**src/hw/rtl/thdc_pkg.sv**
```systemverilog
// ----------------------------------------------------------------------------
// thdc_pkg
// Types, codes and constants shared by the two-door hysteresis controller.
// ----------------------------------------------------------------------------
`timescale 1ns / 1ps

package thdc_pkg;

    typedef logic [1:0]        t_op;
    typedef logic signed [11:0] t_temp;
    typedef logic [3:0]        t_cmd;
    typedef logic [1:0]        t_drive;
    typedef logic [1:0]        t_event;
    typedef logic [9:0]        t_band;
    typedef logic [7:0]        t_secs;
    typedef logic [1:0]        t_cfg_idx;
    typedef logic [11:0]       t_cfg_data;

    // item kinds
    localparam t_op OP_TEMP = 2'd0;
    localparam t_op OP_CMD  = 2'd1;
    localparam t_op OP_TICK = 2'd2;

    // commands
    localparam t_cmd CMD_OPEN_A   = 4'd0;
    localparam t_cmd CMD_OPEN_B   = 4'd1;
    localparam t_cmd CMD_STOP_A   = 4'd2;
    localparam t_cmd CMD_STOP_B   = 4'd3;
    localparam t_cmd CMD_CLOSE_A  = 4'd4;
    localparam t_cmd CMD_CLOSE_B  = 4'd5;
    localparam t_cmd CMD_MODE     = 4'd6;
    localparam t_cmd CMD_TOGGLE_A = 4'd7;
    localparam t_cmd CMD_TOGGLE_B = 4'd8;

    // motor drive
    localparam t_drive DRV_STOP  = 2'd0;
    localparam t_drive DRV_OPEN  = 2'd1;
    localparam t_drive DRV_CLOSE = 2'd2;

    // door events
    localparam t_event EV_NONE   = 2'd0;
    localparam t_event EV_OPENED = 2'd1;
    localparam t_event EV_CLOSED = 2'd2;

    // register indexes
    localparam t_cfg_idx REG_LEVEL_A = 2'd0;
    localparam t_cfg_idx REG_LEVEL_B = 2'd1;
    localparam t_cfg_idx REG_BAND    = 2'd2;
    localparam t_cfg_idx REG_RUN     = 2'd3;

    // register reset values
    localparam t_temp RST_LEVEL_A = 12'sd416;
    localparam t_temp RST_LEVEL_B = 12'sd400;
    localparam t_band RST_BAND    = 10'd16;
    localparam t_secs RST_RUN     = 8'd20;

    typedef struct packed {
        logic   is_open;
        logic   running;
        t_drive drive;
    } t_door_st;

    typedef struct packed {
        logic do_open;
        logic do_close;
        logic do_stop;
        logic do_toggle;
        logic timer_fire;
        logic auto_en;
    } t_door_ctl;

endpackage

```
**src/hw/rtl/thdc_in_if.sv**
```systemverilog
// ----------------------------------------------------------------------------
// thdc_in_if
// Input channel: temperature sample, command or tick transaction.
// ----------------------------------------------------------------------------
`timescale 1ns / 1ps

interface thdc_in_if;
    logic              valid;
    logic              ready;
    thdc_pkg::t_op     op;
    thdc_pkg::t_temp   temperature;
    thdc_pkg::t_cmd    command;

    modport source (output valid, output op, output temperature, output command,
                    input ready);
    modport sink   (input valid, input op, input temperature, input command,
                    output ready);
endinterface

```
**src/hw/rtl/thdc_out_if.sv**
```systemverilog
// ----------------------------------------------------------------------------
// thdc_out_if
// Result channel: motor drives, door flags, mode and events.
// ----------------------------------------------------------------------------
`timescale 1ns / 1ps

interface thdc_out_if;
    logic              valid;
    logic              ready;
    thdc_pkg::t_drive  motor_a_drive;
    thdc_pkg::t_drive  motor_b_drive;
    logic              door_a_open;
    logic              door_b_open;
    logic              manual_mode;
    thdc_pkg::t_event  event_a;
    thdc_pkg::t_event  event_b;

    modport source (output valid, output motor_a_drive, output motor_b_drive,
                    output door_a_open, output door_b_open, output manual_mode,
                    output event_a, output event_b, input ready);
    modport sink   (input valid, input motor_a_drive, input motor_b_drive,
                    input door_a_open, input door_b_open, input manual_mode,
                    input event_a, input event_b, output ready);
endinterface

```
**src/hw/rtl/thdc_door.sv**
```systemverilog
// ----------------------------------------------------------------------------
// thdc_door
// Next state of one door: command, timer stop, then hysteresis checks.
// ----------------------------------------------------------------------------
`timescale 1ns / 1ps

module thdc_door (
    input  thdc_pkg::t_door_st  i_st,
    input  thdc_pkg::t_door_ctl i_ctl,
    input  thdc_pkg::t_temp     i_temp,
    input  thdc_pkg::t_temp     i_level,
    input  thdc_pkg::t_band     i_band,
    output thdc_pkg::t_door_st  o_st,
    output thdc_pkg::t_event    o_event
);
    import thdc_pkg::*;

    logic signed [13:0] temp_x;
    logic signed [13:0] level_x;
    logic signed [13:0] band_x;
    logic signed [13:0] hi_thr;
    logic signed [13:0] lo_thr;
    logic               at_hi;
    logic               at_lo;

    assign temp_x  = 14'(i_temp);
    assign level_x = 14'(i_level);
    assign band_x  = $signed({4'd0, i_band});
    assign hi_thr  = level_x + band_x;
    assign lo_thr  = level_x - band_x;
    assign at_hi   = temp_x >= hi_thr;
    assign at_lo   = temp_x <= lo_thr;

    always_comb begin
        o_st    = i_st;
        o_event = EV_NONE;

        if (i_ctl.do_open || (i_ctl.do_toggle && !i_st.is_open)) begin
            o_st    = '{is_open: 1'b1, running: 1'b1, drive: DRV_OPEN};
            o_event = EV_OPENED;
        end else if (i_ctl.do_close || (i_ctl.do_toggle && i_st.is_open)) begin
            o_st    = '{is_open: 1'b0, running: 1'b1, drive: DRV_CLOSE};
            o_event = EV_CLOSED;
        end else if (i_ctl.do_stop) begin
            o_st.drive = DRV_STOP;
        end

        if (i_ctl.timer_fire && o_st.running) begin
            o_st.running = 1'b0;
            o_st.drive   = DRV_STOP;
        end

        if (i_ctl.auto_en) begin
            if (at_hi && !o_st.is_open) begin
                o_st    = '{is_open: 1'b1, running: 1'b1, drive: DRV_OPEN};
                o_event = EV_OPENED;
            end
            if (at_lo && o_st.is_open) begin
                o_st    = '{is_open: 1'b0, running: 1'b1, drive: DRV_CLOSE};
                o_event = EV_CLOSED;
            end
        end
    end

endmodule

```
**src/hw/rtl/two_door_hysteresis_controller_top.sv**
```systemverilog
// ----------------------------------------------------------------------------
// two_door_hysteresis_controller_top
// Two door motors driven by commands, a run timer and temperature hysteresis.
// ----------------------------------------------------------------------------
//   channel   | dir | transaction
//   i_in      | in  | op, temperature, command
//   o_out     | out | motor drives, door flags, manual mode, door events
//   i_cfg_*   | in  | register write: index, data (no handshake)
//
// One transaction per cycle sustained while results are taken; an accepted input
// passes the input register, then the result register, before its result is valid.
// The door state updates in the same cycle the result register loads.
// Reset is synchronous: state, registers and valids take their reset values.
// A stalled result holds; one more input transaction is buffered behind it.
// ----------------------------------------------------------------------------
`timescale 1ns / 1ps

module two_door_hysteresis_controller_top (
    input  logic                 i_clk,
    input  logic                 i_rst_n,
    thdc_in_if.sink              i_in,
    thdc_out_if.source           o_out,
    input  logic                 i_cfg_we,
    input  thdc_pkg::t_cfg_idx   i_cfg_idx,
    input  thdc_pkg::t_cfg_data  i_cfg_data
);
    import thdc_pkg::*;

    // configuration
    t_temp     r_level_a;
    t_temp     r_level_b;
    t_band     r_band;
    t_secs     r_run;

    // input register
    logic      r_in_valid;
    t_op       r_in_op;
    t_temp     r_in_temp;
    t_cmd      r_in_cmd;

    // state
    t_temp     r_last_temp;
    t_door_st  r_door_a;
    t_door_st  r_door_b;
    logic      r_manual;
    t_secs     r_tick;

    // result register
    logic      r_out_valid;
    t_door_st  r_out_a;
    t_door_st  r_out_b;
    logic      r_out_manual;
    t_event    r_out_ev_a;
    t_event    r_out_ev_b;

    logic      advance;
    logic      fire;
    t_temp     n_last_temp;
    logic      n_manual;
    t_secs     n_tick;
    t_secs     tick_inc;
    logic      timer_fire;
    logic      is_cmd;
    t_door_ctl ctl_a;
    t_door_ctl ctl_b;
    t_door_st  n_door_a;
    t_door_st  n_door_b;
    t_event    ev_a;
    t_event    ev_b;

    assign advance    = !r_out_valid || o_out.ready;
    assign i_in.ready = !r_in_valid || advance;
    assign fire       = r_in_valid && advance;

    // configuration writes
    always_ff @(posedge i_clk) begin
        if (!i_rst_n) begin
            r_level_a <= RST_LEVEL_A;
            r_level_b <= RST_LEVEL_B;
            r_band    <= RST_BAND;
            r_run     <= RST_RUN;
        end else if (i_cfg_we) begin
            case (i_cfg_idx)
                REG_LEVEL_A: r_level_a <= $signed(i_cfg_data);
                REG_LEVEL_B: r_level_b <= $signed(i_cfg_data);
                REG_BAND:    r_band    <= i_cfg_data[9:0];
                REG_RUN:     r_run     <= i_cfg_data[7:0];
                default:     ;
            endcase
        end
    end

    // input register
    always_ff @(posedge i_clk) begin
        if (!i_rst_n) begin
            r_in_valid <= 1'b0;
        end else if (i_in.ready) begin
            r_in_valid <= i_in.valid;
        end
    end

    always_ff @(posedge i_clk) begin
        if (i_in.ready && i_in.valid) begin
            r_in_op   <= i_in.op;
            r_in_temp <= i_in.temperature;
            r_in_cmd  <= i_in.command;
        end
    end

    // item decode
    assign is_cmd      = r_in_op == OP_CMD;
    assign n_last_temp = (r_in_op == OP_TEMP) ? r_in_temp : r_last_temp;
    assign n_manual    = r_manual ^ (is_cmd && r_in_cmd == CMD_MODE);
    assign tick_inc    = r_tick + 8'd1;
    assign timer_fire  = (r_in_op == OP_TICK) && (tick_inc >= r_run);

    always_comb begin
        if (r_in_op == OP_TICK) begin
            n_tick = timer_fire ? '0 : tick_inc;
        end else begin
            n_tick = r_tick;
        end
    end

    assign ctl_a = '{
        do_open:    is_cmd && r_in_cmd == CMD_OPEN_A,
        do_close:   is_cmd && r_in_cmd == CMD_CLOSE_A,
        do_stop:    is_cmd && r_in_cmd == CMD_STOP_A,
        do_toggle:  is_cmd && r_in_cmd == CMD_TOGGLE_A,
        timer_fire: timer_fire,
        auto_en:    !n_manual
    };

    assign ctl_b = '{
        do_open:    is_cmd && r_in_cmd == CMD_OPEN_B,
        do_close:   is_cmd && r_in_cmd == CMD_CLOSE_B,
        do_stop:    is_cmd && r_in_cmd == CMD_STOP_B,
        do_toggle:  is_cmd && r_in_cmd == CMD_TOGGLE_B,
        timer_fire: timer_fire,
        auto_en:    !n_manual
    };

    thdc_door u_door_a (
        .i_st    (r_door_a),
        .i_ctl   (ctl_a),
        .i_temp  (n_last_temp),
        .i_level (r_level_a),
        .i_band  (r_band),
        .o_st    (n_door_a),
        .o_event (ev_a)
    );

    thdc_door u_door_b (
        .i_st    (r_door_b),
        .i_ctl   (ctl_b),
        .i_temp  (n_last_temp),
        .i_level (r_level_b),
        .i_band  (r_band),
        .o_st    (n_door_b),
        .o_event (ev_b)
    );

    // state update
    always_ff @(posedge i_clk) begin
        if (!i_rst_n) begin
            r_last_temp <= '0;
            r_door_a    <= '{is_open: 1'b0, running: 1'b1, drive: DRV_STOP};
            r_door_b    <= '{is_open: 1'b0, running: 1'b1, drive: DRV_STOP};
            r_manual    <= 1'b0;
            r_tick      <= '0;
        end else if (fire) begin
            r_last_temp <= n_last_temp;
            r_door_a    <= n_door_a;
            r_door_b    <= n_door_b;
            r_manual    <= n_manual;
            r_tick      <= n_tick;
        end
    end

    // result register
    always_ff @(posedge i_clk) begin
        if (!i_rst_n) begin
            r_out_valid <= 1'b0;
        end else if (fire) begin
            r_out_valid <= 1'b1;
        end else if (o_out.ready) begin
            r_out_valid <= 1'b0;
        end
    end

    always_ff @(posedge i_clk) begin
        if (fire) begin
            r_out_a      <= n_door_a;
            r_out_b      <= n_door_b;
            r_out_manual <= n_manual;
            r_out_ev_a   <= ev_a;
            r_out_ev_b   <= ev_b;
        end
    end

    assign o_out.valid         = r_out_valid;
    assign o_out.motor_a_drive = r_out_a.drive;
    assign o_out.motor_b_drive = r_out_b.drive;
    assign o_out.door_a_open   = r_out_a.is_open;
    assign o_out.door_b_open   = r_out_b.is_open;
    assign o_out.manual_mode   = r_out_manual;
    assign o_out.event_a       = r_out_ev_a;
    assign o_out.event_b       = r_out_ev_b;

endmodule

```
**src/flat_wrapper.sv**
```systemverilog
// flat-port wrapper written by rule: the top's interface ports become plain ports
module two_door_hysteresis_controller_top_flat import thdc_pkg::*;
  (i_clk, i_rst_n, i_cfg_we, i_cfg_idx, i_cfg_data, i_in_valid, i_in_op, i_in_temperature, i_in_command, i_in_ready, o_out_valid, o_out_motor_a_drive, o_out_motor_b_drive, o_out_door_a_open, o_out_door_b_open, o_out_manual_mode, o_out_event_a, o_out_event_b, o_out_ready);
  thdc_in_if i_in_i ();
  thdc_out_if o_out_i ();
  input  logic i_clk;
  input  logic i_rst_n;
  input  logic i_cfg_we;
  input  thdc_pkg::t_cfg_idx i_cfg_idx;
  input  thdc_pkg::t_cfg_data i_cfg_data;
  input wire logic [$bits(i_in_i.valid)-1:0] i_in_valid;
  input wire logic [$bits(i_in_i.op)-1:0] i_in_op;
  input wire logic [$bits(i_in_i.temperature)-1:0] i_in_temperature;
  input wire logic [$bits(i_in_i.command)-1:0] i_in_command;
  output wire logic [$bits(i_in_i.ready)-1:0] i_in_ready;
  output wire logic [$bits(o_out_i.valid)-1:0] o_out_valid;
  output wire logic [$bits(o_out_i.motor_a_drive)-1:0] o_out_motor_a_drive;
  output wire logic [$bits(o_out_i.motor_b_drive)-1:0] o_out_motor_b_drive;
  output wire logic [$bits(o_out_i.door_a_open)-1:0] o_out_door_a_open;
  output wire logic [$bits(o_out_i.door_b_open)-1:0] o_out_door_b_open;
  output wire logic [$bits(o_out_i.manual_mode)-1:0] o_out_manual_mode;
  output wire logic [$bits(o_out_i.event_a)-1:0] o_out_event_a;
  output wire logic [$bits(o_out_i.event_b)-1:0] o_out_event_b;
  input wire logic [$bits(o_out_i.ready)-1:0] o_out_ready;
  assign i_in_i.valid = i_in_valid;
  assign i_in_i.op = i_in_op;
  assign i_in_i.temperature = i_in_temperature;
  assign i_in_i.command = i_in_command;
  assign i_in_ready = i_in_i.ready;
  assign o_out_valid = o_out_i.valid;
  assign o_out_motor_a_drive = o_out_i.motor_a_drive;
  assign o_out_motor_b_drive = o_out_i.motor_b_drive;
  assign o_out_door_a_open = o_out_i.door_a_open;
  assign o_out_door_b_open = o_out_i.door_b_open;
  assign o_out_manual_mode = o_out_i.manual_mode;
  assign o_out_event_a = o_out_i.event_a;
  assign o_out_event_b = o_out_i.event_b;
  assign o_out_i.ready = o_out_ready;
  two_door_hysteresis_controller_top u_core (.i_clk(i_clk), .i_rst_n(i_rst_n), .i_in(i_in_i), .o_out(o_out_i), .i_cfg_we(i_cfg_we), .i_cfg_idx(i_cfg_idx), .i_cfg_data(i_cfg_data));
endmodule
```
**config.mk**
```make
export PLATFORM = sky130hd
export DESIGN_NAME = two_door_hysteresis_controller_top_flat
export DESIGN_NICKNAME = d
export VERILOG_FILES = /design/src/hw/rtl/thdc_pkg.sv /design/src/hw/rtl/thdc_in_if.sv /design/src/hw/rtl/thdc_out_if.sv /design/src/hw/rtl/thdc_door.sv /design/src/hw/rtl/two_door_hysteresis_controller_top.sv /design/src/flat_wrapper.sv
export SDC_FILE = /design/constraint.sdc
export NUM_CORES = 1
export LEC_CHECK = 0
export BUFFER_PORTS_ARGS = -buffer_cell sky130_fd_sc_hd__buf_4
export CAP_MARGIN = 15
export CORE_MARGIN = 3
export CORE_UTILIZATION = 46
export CTS_BUF_LIST = sky130_fd_sc_hd__clkbuf_8 sky130_fd_sc_hd__clkbuf_16
export CTS_CLUSTER_DIAMETER = 50
export DETAILED_ROUTE_END_ITERATION = 10
export GPL_TIMING_DRIVEN = 1
export MAX_ROUTING_LAYER = met4
export PLACE_DENSITY_LB_ADDON = 0.15
export SKIP_CTS_REPAIR_TIMING = 1
export SYNTH_ARGS = -nofsm -noshare
export SYNTH_HDL_FRONTEND = slang
export SYNTH_SLANG_ARGS = --single-unit
```
**constraint.sdc**
```tcl
create_clock -name i_clk -period 3.9 [get_ports i_clk]
set_input_delay 0.195 -clock i_clk [delete_from_list [all_inputs] [get_ports i_clk]]
set_output_delay 0.195 -clock i_clk [all_outputs]
set_load 0.03 [all_outputs]
```
==> impl_results.md <==
- Max-cap violations: 0
- Ranking of synthesized cells by area: dfxtp_1 (19%), ha_1 (16%), edfxtp_1 (11%)
- Initial core utilization: roughly 48%
- Synth Flop Type: dfxtp_1
- Max incr delay on CP: around 0.4 ns
- Iter 0 DRT Violations: 351
- RSZ-0062 raised after global routing: true
- VDD IR-drop max: 0.294 mV
- CP endpoint kind: flip-flop
- Final instance area: roughly 9400 µm²
- Fmax: 0.246 GHz
- CP Data Required Time: 4.19 ns
- Row count: 46
- EDFF count, synth: 29
- Share of cells above drive strength 1: about a quarter
- Post-synthesis sequential area ratio: 30.4%
- Critical Path Most Common Cell: a21oi_2
- Endpoints failing hold: 0
- Layout Nets: 1131
- Synth area leader: dfxtp_1
- Synth cell types: 78
- Yosys warning count: 0
- Synth Cell Area: ~7700 µm²
- Post-DP HPWL: around 14000 µm
- Slew headroom: 39.5%
- P per Cell Area: 315 nW/µm²
- Vias per cell: 5.40
- Final Max Tran Viols: 0
- Crit path kind: flip-flop to flip-flop
- Main combinational cell family by area after synthesis: simple AND/OR/NAND/NOR gates
- Worst-path maximum fanout: 5
- Routed Antenna Nets: 0
- Yosys top cell area share: 19.0%
- Post-Synth Simple-Gate Area: 20.9%
- Mux contribution to synthesized area: 2.28%
- Post-layout util: 58.6%
- Maximum number of pins on one net before global-route repair: 77
- Core Box Area: 16100 µm²
- Gate Count Post-Synth: 899
- Worst path cell trace: ha_2, fa_2, nor2b_2, o21ai_2, a21oi_2, o21ai_2, a21oi_2, o21a_1, or3_1, a21oi_2, ha_1, and3_4, and3_4, a31oi_4, o21ai_2, mux2_4, a221oi_4, buf_4, a21oi_4, a21oi_2
- # setup viols final: 10
- Clock Skews: 0.00774 ns
- Total Routing Usage GR: 21.2%
- Worst path arrival time: around 4.4 ns
- Port bufs: 49
- Violated checks: negative setup slack
- Clk pin slew, worst setup/hold paths: 0.07 ns
- Synth Area in Compound Gates: 20.5%
- Synth Register Bits: 102
- CTS tree: yes
- Hold Crit Class: primary input to flip-flop
- Post-Syn Nets: 1041
- Post-synthesis adder-cell area fraction: 17.5%
- DRT Pass-1 Iters: 5
- CTS Buffer Depth: 2
- Setup TNS: -0.949 ns
- Startpoint types: flip-flop
- Multi-input gate area: roughly 5500 µm²
- Filler cells: ~1500
- Slowest CP cell: a221oi_4
- Final setup margin: -0.167 ns
- Post-Synth XOR/XNOR Area: 3.99%
- Gr ovfl total: 0
- Final wirelength: around 19000 µm
- LEAKAGE: roughly 4 nW
- CTS Buf Count: 9
- Root buffer cell: clkbuf_16
- IO Count: 50
- Number of diodes: 0
- Initial antenna violation count: 0
- Clk sinks: 102
- H-Tree Depth: 3
- Worst-skew pair later-pin latency: ~0.35 ns
- Vias: 6532
- Storage element area: 2340 µm²
- Fin crit period: 4.07 ns
- Chip width: 135 µm
- Placed inst area: 8580 µm²
- Die Y: 135 µm
- Die area: 18300 µm²
- Final period util: 104%
- Global-route wire length before repair: 30500 µm
- Worst slack at placement: -0.380 ns
- Detailed-route wire length per cell: between 15 and 20 µm
- Worst-Margin Slew: 0.907 ns
- Vias in the first global route: a little over 6000
- Area delta synth->final: 23.1%
- Residual DRC: 0
- Fraction of registers with async set/reset: 0%
- Synthesized area per cell: 8.54 µm²
- GPL Wtd Cong: 0.881
- Status: finished, violations left
==> critical path: cells and delay by family, from the launching register on <==
| kind | cells | cell delay [ns] |
|---|---|---|
| AO/OA/AOI/OAI | 11 | 1.61 |
| adder cells (fa/ha/maj) | 3 | 0.72 |
| buffers and inverters | 1 | 0.19 |
| flip-flops | 1 | 0.40 |
| multiplexers | 1 | 0.32 |
| AND/OR/NAND/NOR | 4 | 0.72 |
==> power by group <==
group / total (mW) / internal, mW / switching (mW)
combinational: 0.898 / 0.413 / 0.484
sequential: 1.19 / 1.15 / 0.0367
clock: 0.894 / 0.476 / 0.418
==> final cells by class <==
cell class | instances | area share [%]
tap | 216 | 2.86
sequential | 102 | 24.8
timing repair buffer | 111 | 8.97
clock buffer | 11 | 2.68
inverter | 54 | 2.17
clock inverter | 5 | 0.437
multi-input combinational | 711 | 58.1
==> cells by family (layout without fill, tap and decap cells) <==
kind of cell             count (synthesis)  after routing
AND/OR/NAND/NOR                        327            327
AO/OA/AOI/OAI                          228            228
multiplexers                            16             16
buffers and inverters                   86            181
flip-flops                             102            102
adder cells (fa/ha/maj)                105            105
XOR/XNOR                                35             35
==> layer usage <==
layer	track usage, %	part of all wire [%]
met3	3.19	3.3
met2	33.0	46
met4	4.87	1.7
met1	29.2	49
met5	-	0
==> cells in the mapped netlist (8+ instances only) <==
library cell and n:
o21bai_1 13, o21a_1 9, ha_1 101, xnor2_1 27
dfxtp_1 73, nor3_1 14, or2_2 8, a21oi_1 49
nand2b_1 15, nand2_1 136, nor2_1 46, nand3_1 24
xor2_1 8, a21boi_0 48, inv_1 53, nor2b_1 25
o21ai_1 15, mux2_2 12, edfxtp_1 29, o21ai_0 23
a21o_1 13, clkbuf_1 29, nand4_1 8, and3_1 9
==> registers in the layout, indices dropped and copies added (netlist names) <==
name                        cells
u_core.r_in_valid               1
u_core.r_last_temp             12
u_core.r_tick                   8
u_core.o_out.manual_mode        1
u_core.r_run                    8
u_core.o_out.event_a            2
u_core.r_door_a                 4
u_core.o_out.door_a_open        1
u_core.o_out.motor_b_drive      2
u_core.o_out.motor_a_drive      2
u_core.r_in_temp               12
u_core.r_in_op                  2
u_core.r_level_a               12
u_core.o_out.valid              1
u_core.r_level_b               12
u_core.r_door_b                 4
u_core.o_out.door_b_open        1
u_core.o_out.event_b            2
u_core.r_band                  10
u_core.r_in_cmd                 4
u_core.r_manual                 1
==> placed cells by master, fill, tap and decap left out, drive strengths merged, types with 24 or more instances in the layout <==
cell type  count
a21boi        49
nor2b         25
dfxtp         73
o21ai         39
edfxtp        29
nand2        137
a21oi         52
xnor2         27
nand3         24
inv           58
buf          110
nor2          46
ha           101
==> per-stage QoR <==
step	instances	power [mW]	hold WS, ns
3_3_place_gp	1184	1.96	0.375
5_1_grt	1210	3.13	0.00448
4_1_cts	1200	2.87	0.00133
6_report	1210	2.98	0.0156
2_1_floorplan	899	1.72	0.294
3_5_place_dp	1184	1.97	0.375
==> worst paths after layout <==
check / from / endpoint / slack, ns / cells after the start
setup / recovery: u_core.r_band[0]$_SDFFE_PN0P_ / u_core.r_door_b[1]$_SDFFE_PN0P_ / -0.17 / 20
setup reg to reg: u_core.r_band[0]$_SDFFE_PN0P_ / u_core.r_door_b[1]$_SDFFE_PN0P_ / -0.17 / 20
hold / removal: i_in_command[0] / u_core.r_in_cmd[0]$_DFFE_PP_ / 0.02 / 1
hold reg to reg: u_core.r_last_temp[7]$_SDFFE_PN0P_ / u_core.r_last_temp[7]$_SDFFE_PN0P_ / 0.46 / 2
No activity file was read; power rests on OpenSTA's default activity.
